==> src/design/pfla_pkg.sv <==
// Package for the page free list allocator.
// Holds page geometry, status and mode codes, and the sequencer state type.
// No dependencies.
package pfla_pkg;

    localparam int PAGE_PIECES   = 64;
    localparam int HEADER_PIECES = 8;
    localparam int PIECE_W       = 6;
    localparam int LEN_W         = 7;
    localparam int STEP_W        = 7;
    localparam int SUM_W         = 8;
    localparam int RAM_W         = PIECE_W + LEN_W;

    typedef enum logic [2:0] {
        ST_OK      = 3'd0,
        ST_NOSPACE = 3'd1,
        ST_NOTFREE = 3'd2,
        ST_NOTUSED = 3'd3,
        ST_BAD     = 3'd4
    } t_status;

    typedef enum logic [1:0] {
        MODE_CLEAR = 2'd0,
        MODE_FIND  = 2'd1,
        MODE_ALLOC = 2'd2,
        MODE_FREE  = 2'd3
    } t_mode;

    typedef enum logic [4:0] {
        S_INIT,
        S_IDLE,
        S_CLR,
        S_FIND_RD,
        S_FIND_EV,
        S_AL_RD,
        S_AL_EV,
        S_AL_SPLIT,
        S_AL_FIN,
        S_AL_LINK,
        S_AL_ENT,
        S_FR_N,
        S_FR_RD,
        S_FR_EV,
        S_FR_SUC,
        S_FR_LINK
    } t_state;

endpackage

==> src/design/pfla_ram.sv <==
// Generic single-write, single-read RAM with registered read data.
// No dependencies.
module pfla_ram #(
    parameter int WIDTH = 13,
    parameter int DEPTH = 64,
    localparam int AW = $clog2(DEPTH)
) (
    input  logic             i_clk,
    input  logic             i_we,
    input  logic [AW-1:0]    i_waddr,
    input  logic [WIDTH-1:0] i_wdata,
    input  logic [AW-1:0]    i_raddr,
    output logic [WIDTH-1:0] o_rdata
);

    logic [WIDTH-1:0] r_mem [DEPTH];
    logic [WIDTH-1:0] r_rdata;

    always_ff @(posedge i_clk) begin
        if (i_we) begin
            r_mem[i_waddr] <= i_wdata;
        end
        r_rdata <= r_mem[i_raddr];
    end

    assign o_rdata = r_rdata;

endmodule

==> src/design/page_free_list_allocator.sv <==
// Top level of the page free list allocator: sequencer, list head, in-use bits.
// Depends on pfla_pkg and pfla_ram.
//
// Manages the 64 pieces of one directory page; pieces 0..7 are the header.
// A word is taken when start is high and busy is low; exactly one result word
// follows, shown for one cycle with o_strobe high, and busy drops in that same
// cycle. The receiver cannot stall, so sample on o_strobe. Link and length of
// every free area live in one RAM with a single read port and registered read
// data, so each list step issues the address and then evaluates the data, and
// the length of the walk sets how long a request takes; a walk passes at most
// 64 free areas. Bad requests and not-in-use frees answer in the cycle after
// the word.
// After reset, busy stays high for one cycle while the first free area is
// written.
module page_free_list_allocator
    import pfla_pkg::*;
(
    input  logic               i_clk,
    input  logic               i_rst_n,
    input  logic               start,
    output logic               busy,
    input  logic [1:0]         i_mode,
    input  logic [PIECE_W-1:0] i_piece,
    input  logic [LEN_W-1:0]   i_pieces,
    output logic               o_strobe,
    output logic [2:0]         o_status,
    output logic [PIECE_W-1:0] o_area_index,
    output logic [LEN_W-1:0]   o_area_length
);

    localparam logic [PIECE_W-1:0] HDR  = PIECE_W'(HEADER_PIECES);
    localparam logic [LEN_W-1:0]   SPAN = LEN_W'(PAGE_PIECES - HEADER_PIECES);

    t_state                  r_state, n_state;
    logic [PIECE_W-1:0]      r_ent, n_ent;
    logic [LEN_W-1:0]        r_want, n_want;
    logic [PIECE_W-1:0]      r_head, n_head;
    logic [PIECE_W-1:0]      r_cur, n_cur;
    logic [PIECE_W-1:0]      r_prev, n_prev;
    logic [LEN_W-1:0]        r_prev_len, n_prev_len;
    logic [PIECE_W-1:0]      r_lnk, n_lnk;
    logic [LEN_W-1:0]        r_len_e, n_len_e;
    logic [LEN_W-1:0]        r_n, n_n;
    logic [STEP_W-1:0]       r_steps, n_steps;
    logic [PAGE_PIECES-1:0]  r_in_use, n_in_use;
    logic                    r_strobe, n_strobe;
    t_status                 r_status, n_status;
    logic [PIECE_W-1:0]      r_idx, n_idx;
    logic [LEN_W-1:0]        r_len, n_len;

    logic                    ram_we;
    logic [PIECE_W-1:0]      ram_waddr;
    logic [RAM_W-1:0]        ram_wdata;
    logic [PIECE_W-1:0]      ram_raddr;
    logic [RAM_W-1:0]        ram_rdata;
    logic [PIECE_W-1:0]      rd_link;
    logic [LEN_W-1:0]        rd_len;

    logic [SUM_W-1:0]        cur_end;
    logic [LEN_W-1:0]        have;
    logic [SUM_W-1:0]        frag_sum;
    logic                    jp, js;
    logic [PIECE_W-1:0]      slnk;
    logic [LEN_W-1:0]        slen;

    // Each RAM word: {next link, area length}.
    pfla_ram #(
        .WIDTH(RAM_W),
        .DEPTH(PAGE_PIECES)
    ) u_ram (
        .i_clk  (i_clk),
        .i_we   (ram_we),
        .i_waddr(ram_waddr),
        .i_wdata(ram_wdata),
        .i_raddr(ram_raddr),
        .o_rdata(ram_rdata)
    );

    assign rd_link = ram_rdata[RAM_W-1:LEN_W];
    assign rd_len  = ram_rdata[LEN_W-1:0];

    // Shared arithmetic on the area just read and the latched request.
    assign cur_end  = {2'b00, r_cur} + {1'b0, rd_len};
    assign have     = rd_len - {1'b0, r_ent - r_cur};
    assign frag_sum = {2'b00, r_ent} + {1'b0, r_want};
    assign jp       = (r_prev != '0) &&
                      (({2'b00, r_prev} + {1'b0, r_prev_len}) == {2'b00, r_ent});
    assign js       = (r_cur != '0) &&
                      (({2'b00, r_ent} + {1'b0, r_n}) == {2'b00, r_cur});
    assign slnk     = js ? rd_link : r_cur;
    assign slen     = js ? rd_len : '0;

    always_ff @(posedge i_clk) begin
        if (!i_rst_n) begin
            r_state  <= S_INIT;
            r_head   <= HDR;
            r_in_use <= '0;
            r_strobe <= 1'b0;
            r_steps  <= '0;
        end else begin
            r_state  <= n_state;
            r_head   <= n_head;
            r_in_use <= n_in_use;
            r_strobe <= n_strobe;
            r_steps  <= n_steps;
        end
    end

    always_ff @(posedge i_clk) begin
        r_ent      <= n_ent;
        r_want     <= n_want;
        r_cur      <= n_cur;
        r_prev     <= n_prev;
        r_prev_len <= n_prev_len;
        r_lnk      <= n_lnk;
        r_len_e    <= n_len_e;
        r_n        <= n_n;
        r_status   <= n_status;
        r_idx      <= n_idx;
        r_len      <= n_len;
    end

    always_comb begin
        n_state    = r_state;
        n_ent      = r_ent;
        n_want     = r_want;
        n_head     = r_head;
        n_cur      = r_cur;
        n_prev     = r_prev;
        n_prev_len = r_prev_len;
        n_lnk      = r_lnk;
        n_len_e    = r_len_e;
        n_n        = r_n;
        n_steps    = r_steps;
        n_in_use   = r_in_use;
        n_strobe   = 1'b0;
        n_status   = r_status;
        n_idx      = r_idx;
        n_len      = r_len;
        ram_we     = 1'b0;
        ram_waddr  = r_ent;
        ram_wdata  = '0;
        ram_raddr  = r_cur;

        unique case (r_state)
            S_INIT: begin
                ram_we    = 1'b1;
                ram_waddr = HDR;
                ram_wdata = {PIECE_W'(0), SPAN};
                n_state   = S_IDLE;
            end
            S_IDLE: begin
                ram_raddr = i_piece;
                if (start) begin
                    n_ent   = i_piece;
                    n_want  = i_pieces;
                    n_cur   = r_head;
                    n_prev  = '0;
                    n_steps = '0;
                    n_idx   = '0;
                    n_len   = '0;
                    unique case (t_mode'(i_mode))
                        MODE_CLEAR: n_state = S_CLR;
                        MODE_FIND: begin
                            if (i_pieces == '0) begin
                                n_strobe = 1'b1;
                                n_status = ST_BAD;
                            end else begin
                                n_state = S_FIND_RD;
                            end
                        end
                        MODE_ALLOC: begin
                            if (i_pieces == '0 || i_piece < HDR) begin
                                n_strobe = 1'b1;
                                n_status = ST_BAD;
                            end else begin
                                n_state = S_AL_RD;
                            end
                        end
                        MODE_FREE: begin
                            if (i_piece < HDR) begin
                                n_strobe = 1'b1;
                                n_status = ST_BAD;
                            end else if (!r_in_use[i_piece]) begin
                                n_strobe = 1'b1;
                                n_status = ST_NOTUSED;
                            end else begin
                                // read of the entry's length is issued now
                                n_in_use[i_piece] = 1'b0;
                                n_state           = S_FR_N;
                            end
                        end
                        default: n_state = S_IDLE;
                    endcase
                end
            end
            S_CLR: begin
                ram_we    = 1'b1;
                ram_waddr = HDR;
                ram_wdata = {PIECE_W'(0), SPAN};
                n_head    = HDR;
                n_in_use  = '0;
                n_strobe  = 1'b1;
                n_status  = ST_OK;
                n_idx     = HDR;
                n_len     = SPAN;
                n_state   = S_IDLE;
            end
            S_FIND_RD: begin
                if (r_cur == '0 || r_steps[STEP_W-1]) begin
                    n_strobe = 1'b1;
                    n_status = ST_NOSPACE;
                    n_state  = S_IDLE;
                end else begin
                    n_state = S_FIND_EV;
                end
            end
            S_FIND_EV: begin
                if (rd_len >= r_want) begin
                    n_strobe = 1'b1;
                    n_status = ST_OK;
                    n_idx    = r_cur;
                    n_len    = rd_len;
                    n_state  = S_IDLE;
                end else begin
                    n_cur   = rd_link;
                    n_steps = r_steps + 1'b1;
                    n_state = S_FIND_RD;
                end
            end
            S_AL_RD: begin
                if (r_cur == '0 || r_cur > r_ent || r_steps[STEP_W-1]) begin
                    n_strobe = 1'b1;
                    n_status = ST_NOTFREE;
                    n_state  = S_IDLE;
                end else begin
                    n_state = S_AL_EV;
                end
            end
            S_AL_EV: begin
                priority if (r_cur == r_ent) begin
                    if (rd_len < r_want) begin
                        n_strobe = 1'b1;
                        n_status = ST_NOTFREE;
                        n_state  = S_IDLE;
                    end else begin
                        n_lnk   = rd_link;
                        n_len_e = rd_len;
                        n_state = S_AL_FIN;
                    end
                end else if ({2'b00, r_ent} < cur_end) begin
                    if (have < r_want) begin
                        n_strobe = 1'b1;
                        n_status = ST_NOTFREE;
                        n_state  = S_IDLE;
                    end else begin
                        // split: tail of the area becomes its own area at the entry
                        ram_we     = 1'b1;
                        ram_waddr  = r_ent;
                        ram_wdata  = {rd_link, have};
                        n_lnk      = rd_link;
                        n_len_e    = have;
                        n_prev     = r_cur;
                        n_prev_len = {1'b0, r_ent - r_cur};
                        n_state    = S_AL_SPLIT;
                    end
                end else begin
                    n_prev     = r_cur;
                    n_prev_len = rd_len;
                    n_cur      = rd_link;
                    n_steps    = r_steps + 1'b1;
                    n_state    = S_AL_RD;
                end
            end
            S_AL_SPLIT: begin
                ram_we    = 1'b1;
                ram_waddr = r_prev;
                ram_wdata = {r_ent, r_prev_len};
                n_state   = S_AL_FIN;
            end
            S_AL_FIN: begin
                if (r_len_e == r_want) begin
                    // exact fit: unlink the area
                    if (r_prev == '0) begin
                        n_head = r_lnk;
                    end else begin
                        ram_we    = 1'b1;
                        ram_waddr = r_prev;
                        ram_wdata = {r_lnk, r_prev_len};
                    end
                    n_in_use[r_ent] = 1'b1;
                    n_strobe        = 1'b1;
                    n_status        = ST_OK;
                    n_idx           = r_ent;
                    n_len           = r_want;
                    n_state         = S_IDLE;
                end else if (frag_sum >= SUM_W'(PAGE_PIECES)) begin
                    n_strobe = 1'b1;
                    n_status = ST_NOTFREE;
                    n_state  = S_IDLE;
                end else begin
                    // trailing fragment stays free
                    ram_we                      = 1'b1;
                    ram_waddr                   = frag_sum[PIECE_W-1:0];
                    ram_wdata                   = {r_lnk, r_len_e - r_want};
                    n_in_use[frag_sum[PIECE_W-1:0]] = 1'b0;
                    n_cur                       = frag_sum[PIECE_W-1:0];
                    n_state                     = S_AL_LINK;
                end
            end
            S_AL_LINK: begin
                if (r_prev == '0) begin
                    n_head = r_cur;
                end else begin
                    ram_we    = 1'b1;
                    ram_waddr = r_prev;
                    ram_wdata = {r_cur, r_prev_len};
                end
                n_state = S_AL_ENT;
            end
            S_AL_ENT: begin
                ram_we          = 1'b1;
                ram_waddr       = r_ent;
                ram_wdata       = {r_lnk, r_want};
                n_in_use[r_ent] = 1'b1;
                n_strobe        = 1'b1;
                n_status        = ST_OK;
                n_idx           = r_ent;
                n_len           = r_want;
                n_state         = S_IDLE;
            end
            S_FR_N: begin
                n_n     = rd_len;
                n_state = S_FR_RD;
            end
            S_FR_RD: begin
                // read the current link either way: it is the successor at loop end
                if (r_cur != '0 && r_cur < r_ent && !r_steps[STEP_W-1]) begin
                    n_state = S_FR_EV;
                end else begin
                    n_state = S_FR_SUC;
                end
            end
            S_FR_EV: begin
                n_prev     = r_cur;
                n_prev_len = rd_len;
                n_cur      = rd_link;
                n_steps    = r_steps + 1'b1;
                n_state    = S_FR_RD;
            end
            S_FR_SUC: begin
                if (jp) begin
                    ram_we    = 1'b1;
                    ram_waddr = r_prev;
                    ram_wdata = {slnk, r_prev_len + r_n + slen};
                    n_strobe  = 1'b1;
                    n_status  = ST_OK;
                    n_idx     = r_prev;
                    n_len     = r_prev_len + r_n + slen;
                    n_state   = S_IDLE;
                end else begin
                    ram_we    = 1'b1;
                    ram_waddr = r_ent;
                    ram_wdata = {slnk, r_n + slen};
                    n_len_e   = r_n + slen;
                    n_state   = S_FR_LINK;
                end
            end
            S_FR_LINK: begin
                if (r_prev == '0) begin
                    n_head = r_ent;
                end else begin
                    ram_we    = 1'b1;
                    ram_waddr = r_prev;
                    ram_wdata = {r_ent, r_prev_len};
                end
                n_strobe = 1'b1;
                n_status = ST_OK;
                n_idx    = r_ent;
                n_len    = r_len_e;
                n_state  = S_IDLE;
            end
            default: n_state = S_IDLE;
        endcase
    end

    assign busy          = (r_state != S_IDLE);
    assign o_strobe      = r_strobe;
    assign o_status      = r_status;
    assign o_area_index  = r_idx;
    assign o_area_length = r_len;

`ifndef ASSERT_OFF
    a_strobe_idle: assert property (@(posedge i_clk) disable iff (!i_rst_n)
        o_strobe |-> !busy)
        else $error("result shown while sequencer busy");

    a_error_zero: assert property (@(posedge i_clk) disable iff (!i_rst_n)
        (o_strobe && o_status != ST_OK) |-> (o_area_index == '0 && o_area_length == '0))
        else $error("failed request returned a nonzero area");

    a_ok_len: assert property (@(posedge i_clk) disable iff (!i_rst_n)
        (o_strobe && o_status == ST_OK) |-> (o_area_length != '0 && o_area_index >= HDR))
        else $error("successful request returned an empty or header area");

    a_step_bound: assert property (@(posedge i_clk) disable iff (!i_rst_n)
        r_steps <= STEP_W'(PAGE_PIECES))
        else $error("list walk exceeded page size");
`endif

endmodule

==> config.mk <==
export PLATFORM = sky130hd
export DESIGN_NAME = page_free_list_allocator
export DESIGN_NICKNAME = d
export VERILOG_FILES = /design/src/design/pfla_pkg.sv /design/src/design/pfla_ram.sv /design/src/design/page_free_list_allocator.sv
export SDC_FILE = /design/constraint.sdc
export NUM_CORES = 2
export LEC_CHECK = 0
export CORE_AREA = 2 2 264 266
export CTS_CLUSTER_SIZE = 30
export DETAILED_ROUTE_END_ITERATION = 10
export DIE_AREA = 0 0 266 268
export DONT_BUFFER_PORTS = 1
export PLACE_DENSITY = 0.82
export SYNTH_ARGS = -nofsm -noshare
export SYNTH_HDL_FRONTEND = slang
export SYNTH_SLANG_ARGS = --single-unit
==> constraint.sdc <==
create_clock -name i_clk -period 16.67 [get_ports i_clk]
set_clock_uncertainty 0.1 [all_clocks]
set_input_delay 1.667 -clock i_clk [delete_from_list [all_inputs] [get_ports i_clk]]
set_output_delay 1.667 -clock i_clk [all_outputs]
set_load 0.02 [all_outputs]
==> metrics <==
status finished, violations left; violated checks design-rule violations; Worst Setup SP r_ent[0]; initial antenna violation count 1; Sink Count 987; fraction of registers with async set/reset 0; share of the synthesized area in the top cell type 0.596; Final Hold Vio Count 0; final cycle utilization of the critical path 0.428; syn nets 3281; Port Buffers 0; Max Slew Vio Count 0; Inserted Diodes 0; post-CTS resize count 0; worst slew pin tran 1.32 ns; main area contributors after synthesis edfxtp_1, mux4_2, dfxtp_1; total CTS buffers 96; worst slack, placed 9.64 ns; H-Tree Depth 3; Syn. warnings 0; die area 71300 µm²; setup_tns 0 ns; peak supply drop 0.000152 V; worst r2r dst u_ram.r_mem[36][12]; worst r2r src r_ent[0]; 1st-pass router iterations 11; die width 266 µm; maximum clock path buffer count 3; Mapped Cells 3176; Synth cell types 97; Max Cap Violations 0; Crit path required time 16.88 ns; DRC 3; core box area 68200 µm²; post-synthesis register bit count 987; leakage 17.8 nW; CTS tree built; EDFF count, synth 900; crit path DAT 7.35 ns; GRT Resource Usage Total 0.396; CP Class register to register; maximum operating frequency 140 MHz; Period minus WS final 7.14 ns; FF-to-FF setup slack 9.53 ns; Placed Instance Area 46600 µm²; Final Cell Area 49900 µm²; FP Rows 96; root buf cell clkbuf_16; Routed WL 139000 µm; Slew HR 0.111; min-delay worst type register to register; Synth area leader edfxtp_1; dpl hpwl 80600 µm; via/cell ratio 7.65; Layout area overhead 9.89%; DR vias 31500; CP startpoint kind register; setup ws final 9.53 ns; R2R depth 20; Final ANT Viol Nets 0; Setup crit end kind register; average wire per standard cell 33.7 µm; postcts setup bufs 0; share of layout cells above drive strength 1 0.172; vias in the first global route 30600; GPL Wtd Cong 0.974; cts hold-fix bufs 0; Worst-path clk slew 0.06 ns; sequential fraction of the synthesis area 0.634; worst-path fanout max 17; first-pass GRT wire length 205000 µm; power density cells 113 nW/µm²; syn_area_per_cell 14.3 µm²; Main synth FF type edfxtp_1; RSZ-0062 raised after global routing false; Final Setup Violations 0; GRT overflow 0; clk_lat worst skew 0.69 ns; height of the die 268 µm; io pins 36; pin count of the biggest net entering global routing 160; drt initial violations 5593; Nets 3255; Initial Util 0.665; CP Capture Point u_ram.r_mem[36][12]; utilization after layout 0.731; Mapped Area 45400 µm²
sequential cells by signal (all words and copies together) (netlist names):
| signal | flops |
|---|---|
| u_ram.r_mem | 832 |
| r_in_use | 56 |
| u_ram.o_rdata | 13 |
| o_area_length | 7 |
| r_len_e | 7 |
| r_n | 7 |
| r_prev_len | 7 |
| r_steps | 7 |
| r_want | 7 |
| o_area_index | 6 |
| r_cur | 6 |
| r_ent | 6 |
| r_head | 6 |
| r_lnk | 6 |
| r_prev | 6 |
| r_state | 4 |
| o_status | 3 |
| o_strobe | 1 |
layout make-up:
class                   count  area [µm²]
clock buffers             118        2530
fillers                  4013       18400
inverters                  65         244
clock inverters            62         721
repair buffers             74         581
multi-input cells        1926       15900
flip-flops and latches    987       28800
well taps                 882        1100
logic make-up (layout without fill, tap and decap cells):
group,after synthesis,count (layout),share of synthesized area
DFF,987,987,0.634
and+or+nand+nor,768,768,0.0798
AOI/OAI and AO/OA,735,735,0.102
muxes,284,284,0.123
buffers and inverters,263,319,0.0245
adders and majority gates,87,87,0.0265
xor gates and xnor gates,52,52,0.0102
how the worst min path moves through the flow:
stage                      startpoint  depth (start not counted)         end
floorplan           u_ram.o_rdata[10]                          0    r_lnk[3]
global placement            r_head[3]                          2   r_head[3]
detailed placement          r_head[3]                          2   r_head[3]
CTS                        r_steps[1]                          2  r_steps[1]
global route               r_steps[1]                          2  r_steps[1]
finish                     r_steps[1]                          2  r_steps[1]
layout by cell type, fill, tap and decap left out, types with 29 or more instances in the layout:
cell       Yosys  routed
nor3_1        94      44
buf_4         13      72
a21o_1        32      31
a31oi_1       39      39
a221oi_1      29      29
nor2_1       150     147
nand3_1      120     120
clkbuf_16      0      98
dfxtp_1       87      87
nor3_2         4      54
o21ai_0      173     170
o22ai_1       65      64
inv_1         63      63
ha_1          72      72
xnor2_1       34      34
nand2_1      270     268
edfxtp_1     900     900
a21oi_1      229     225
mux4_2       218     218
mux2i_1       62      62
cell usage after synthesis, drive strengths merged, types with 7 or more instances:
library cell  number
o22ai             65
edfxtp           900
o211ai            15
xnor2             35
a221o             16
nand2b            14
or3                8
nor3              98
a21boi             8
and3              17
mux2i             62
clkbuf           128
dfxtp             87
a211o              7
fa                15
nand4             10
mux4             218
nand3            121
a32oi              7
a31o               7
inv               63
or2                7
and2              17
ha                72
a211oi            14
o21ai            175
a222oi            10
a21oi            232
nor2b             16
nor2             152
o21a               8
a31oi             39
nor4              17
o31ai             10
xor2              17
a221oi            29
buf               70
a21o              32
a22oi             16
nand2            270
o21bai             9
report_power, final:
part	leakage (nW)	switching, W	total (W)	internal (W)
clock	1.56	0.000991	0.00224	0.00125
combinational	5.94	0.000436	0.000653	0.000217
sequential	10.3	0.0000407	0.00275	0.00271
critical path: stages (launching register included):
cell and delay (ns):
edfxtp_1 0.82, clkinv_1 0.56, ha_1 0.37, inv_1 0.08, fa_1 0.41, inv_1 0.11, ha_1 0.23, a21o_1 0.16
a21o_1 0.19, a21o_1 0.18, a21oi_1 0.18, xnor2_1 0.13, ha_1 0.31, o21a_1 0.12, o21a_1 0.10, o21ai_0 0.06
a21oi_1 0.40, o211ai_1 0.47, a32oi_1 0.41, nand4_2 0.42, nor3_2 0.95
stage by stage:
step / power (W) / std cells / hold slack [ns]
6_report: 0.00565 / 4114 / 0.385
5_1_grt: 0.00576 / 4114 / 0.409
4_1_cts: 0.00563 / 4114 / 0.388
3_5_place_dp: 0.00342 / 3934 / 0.379
3_3_place_gp: 0.00341 / 3934 / 0.361
2_1_floorplan: 0.00321 / 3176 / 0.330
metal layers:
metal | up-vias | track usage | routed length, µm
li1 | 12500 | - | -
met1 | 15300 | 0.520 | 46800
met2 | 2924 | 0.613 | 63500
met3 | 678 | 0.102 | 18400
met4 | 2 | 0.221 | 9800
met5 | - | 0 | 23
Note: power is estimated with default switching activity, not from simulation.
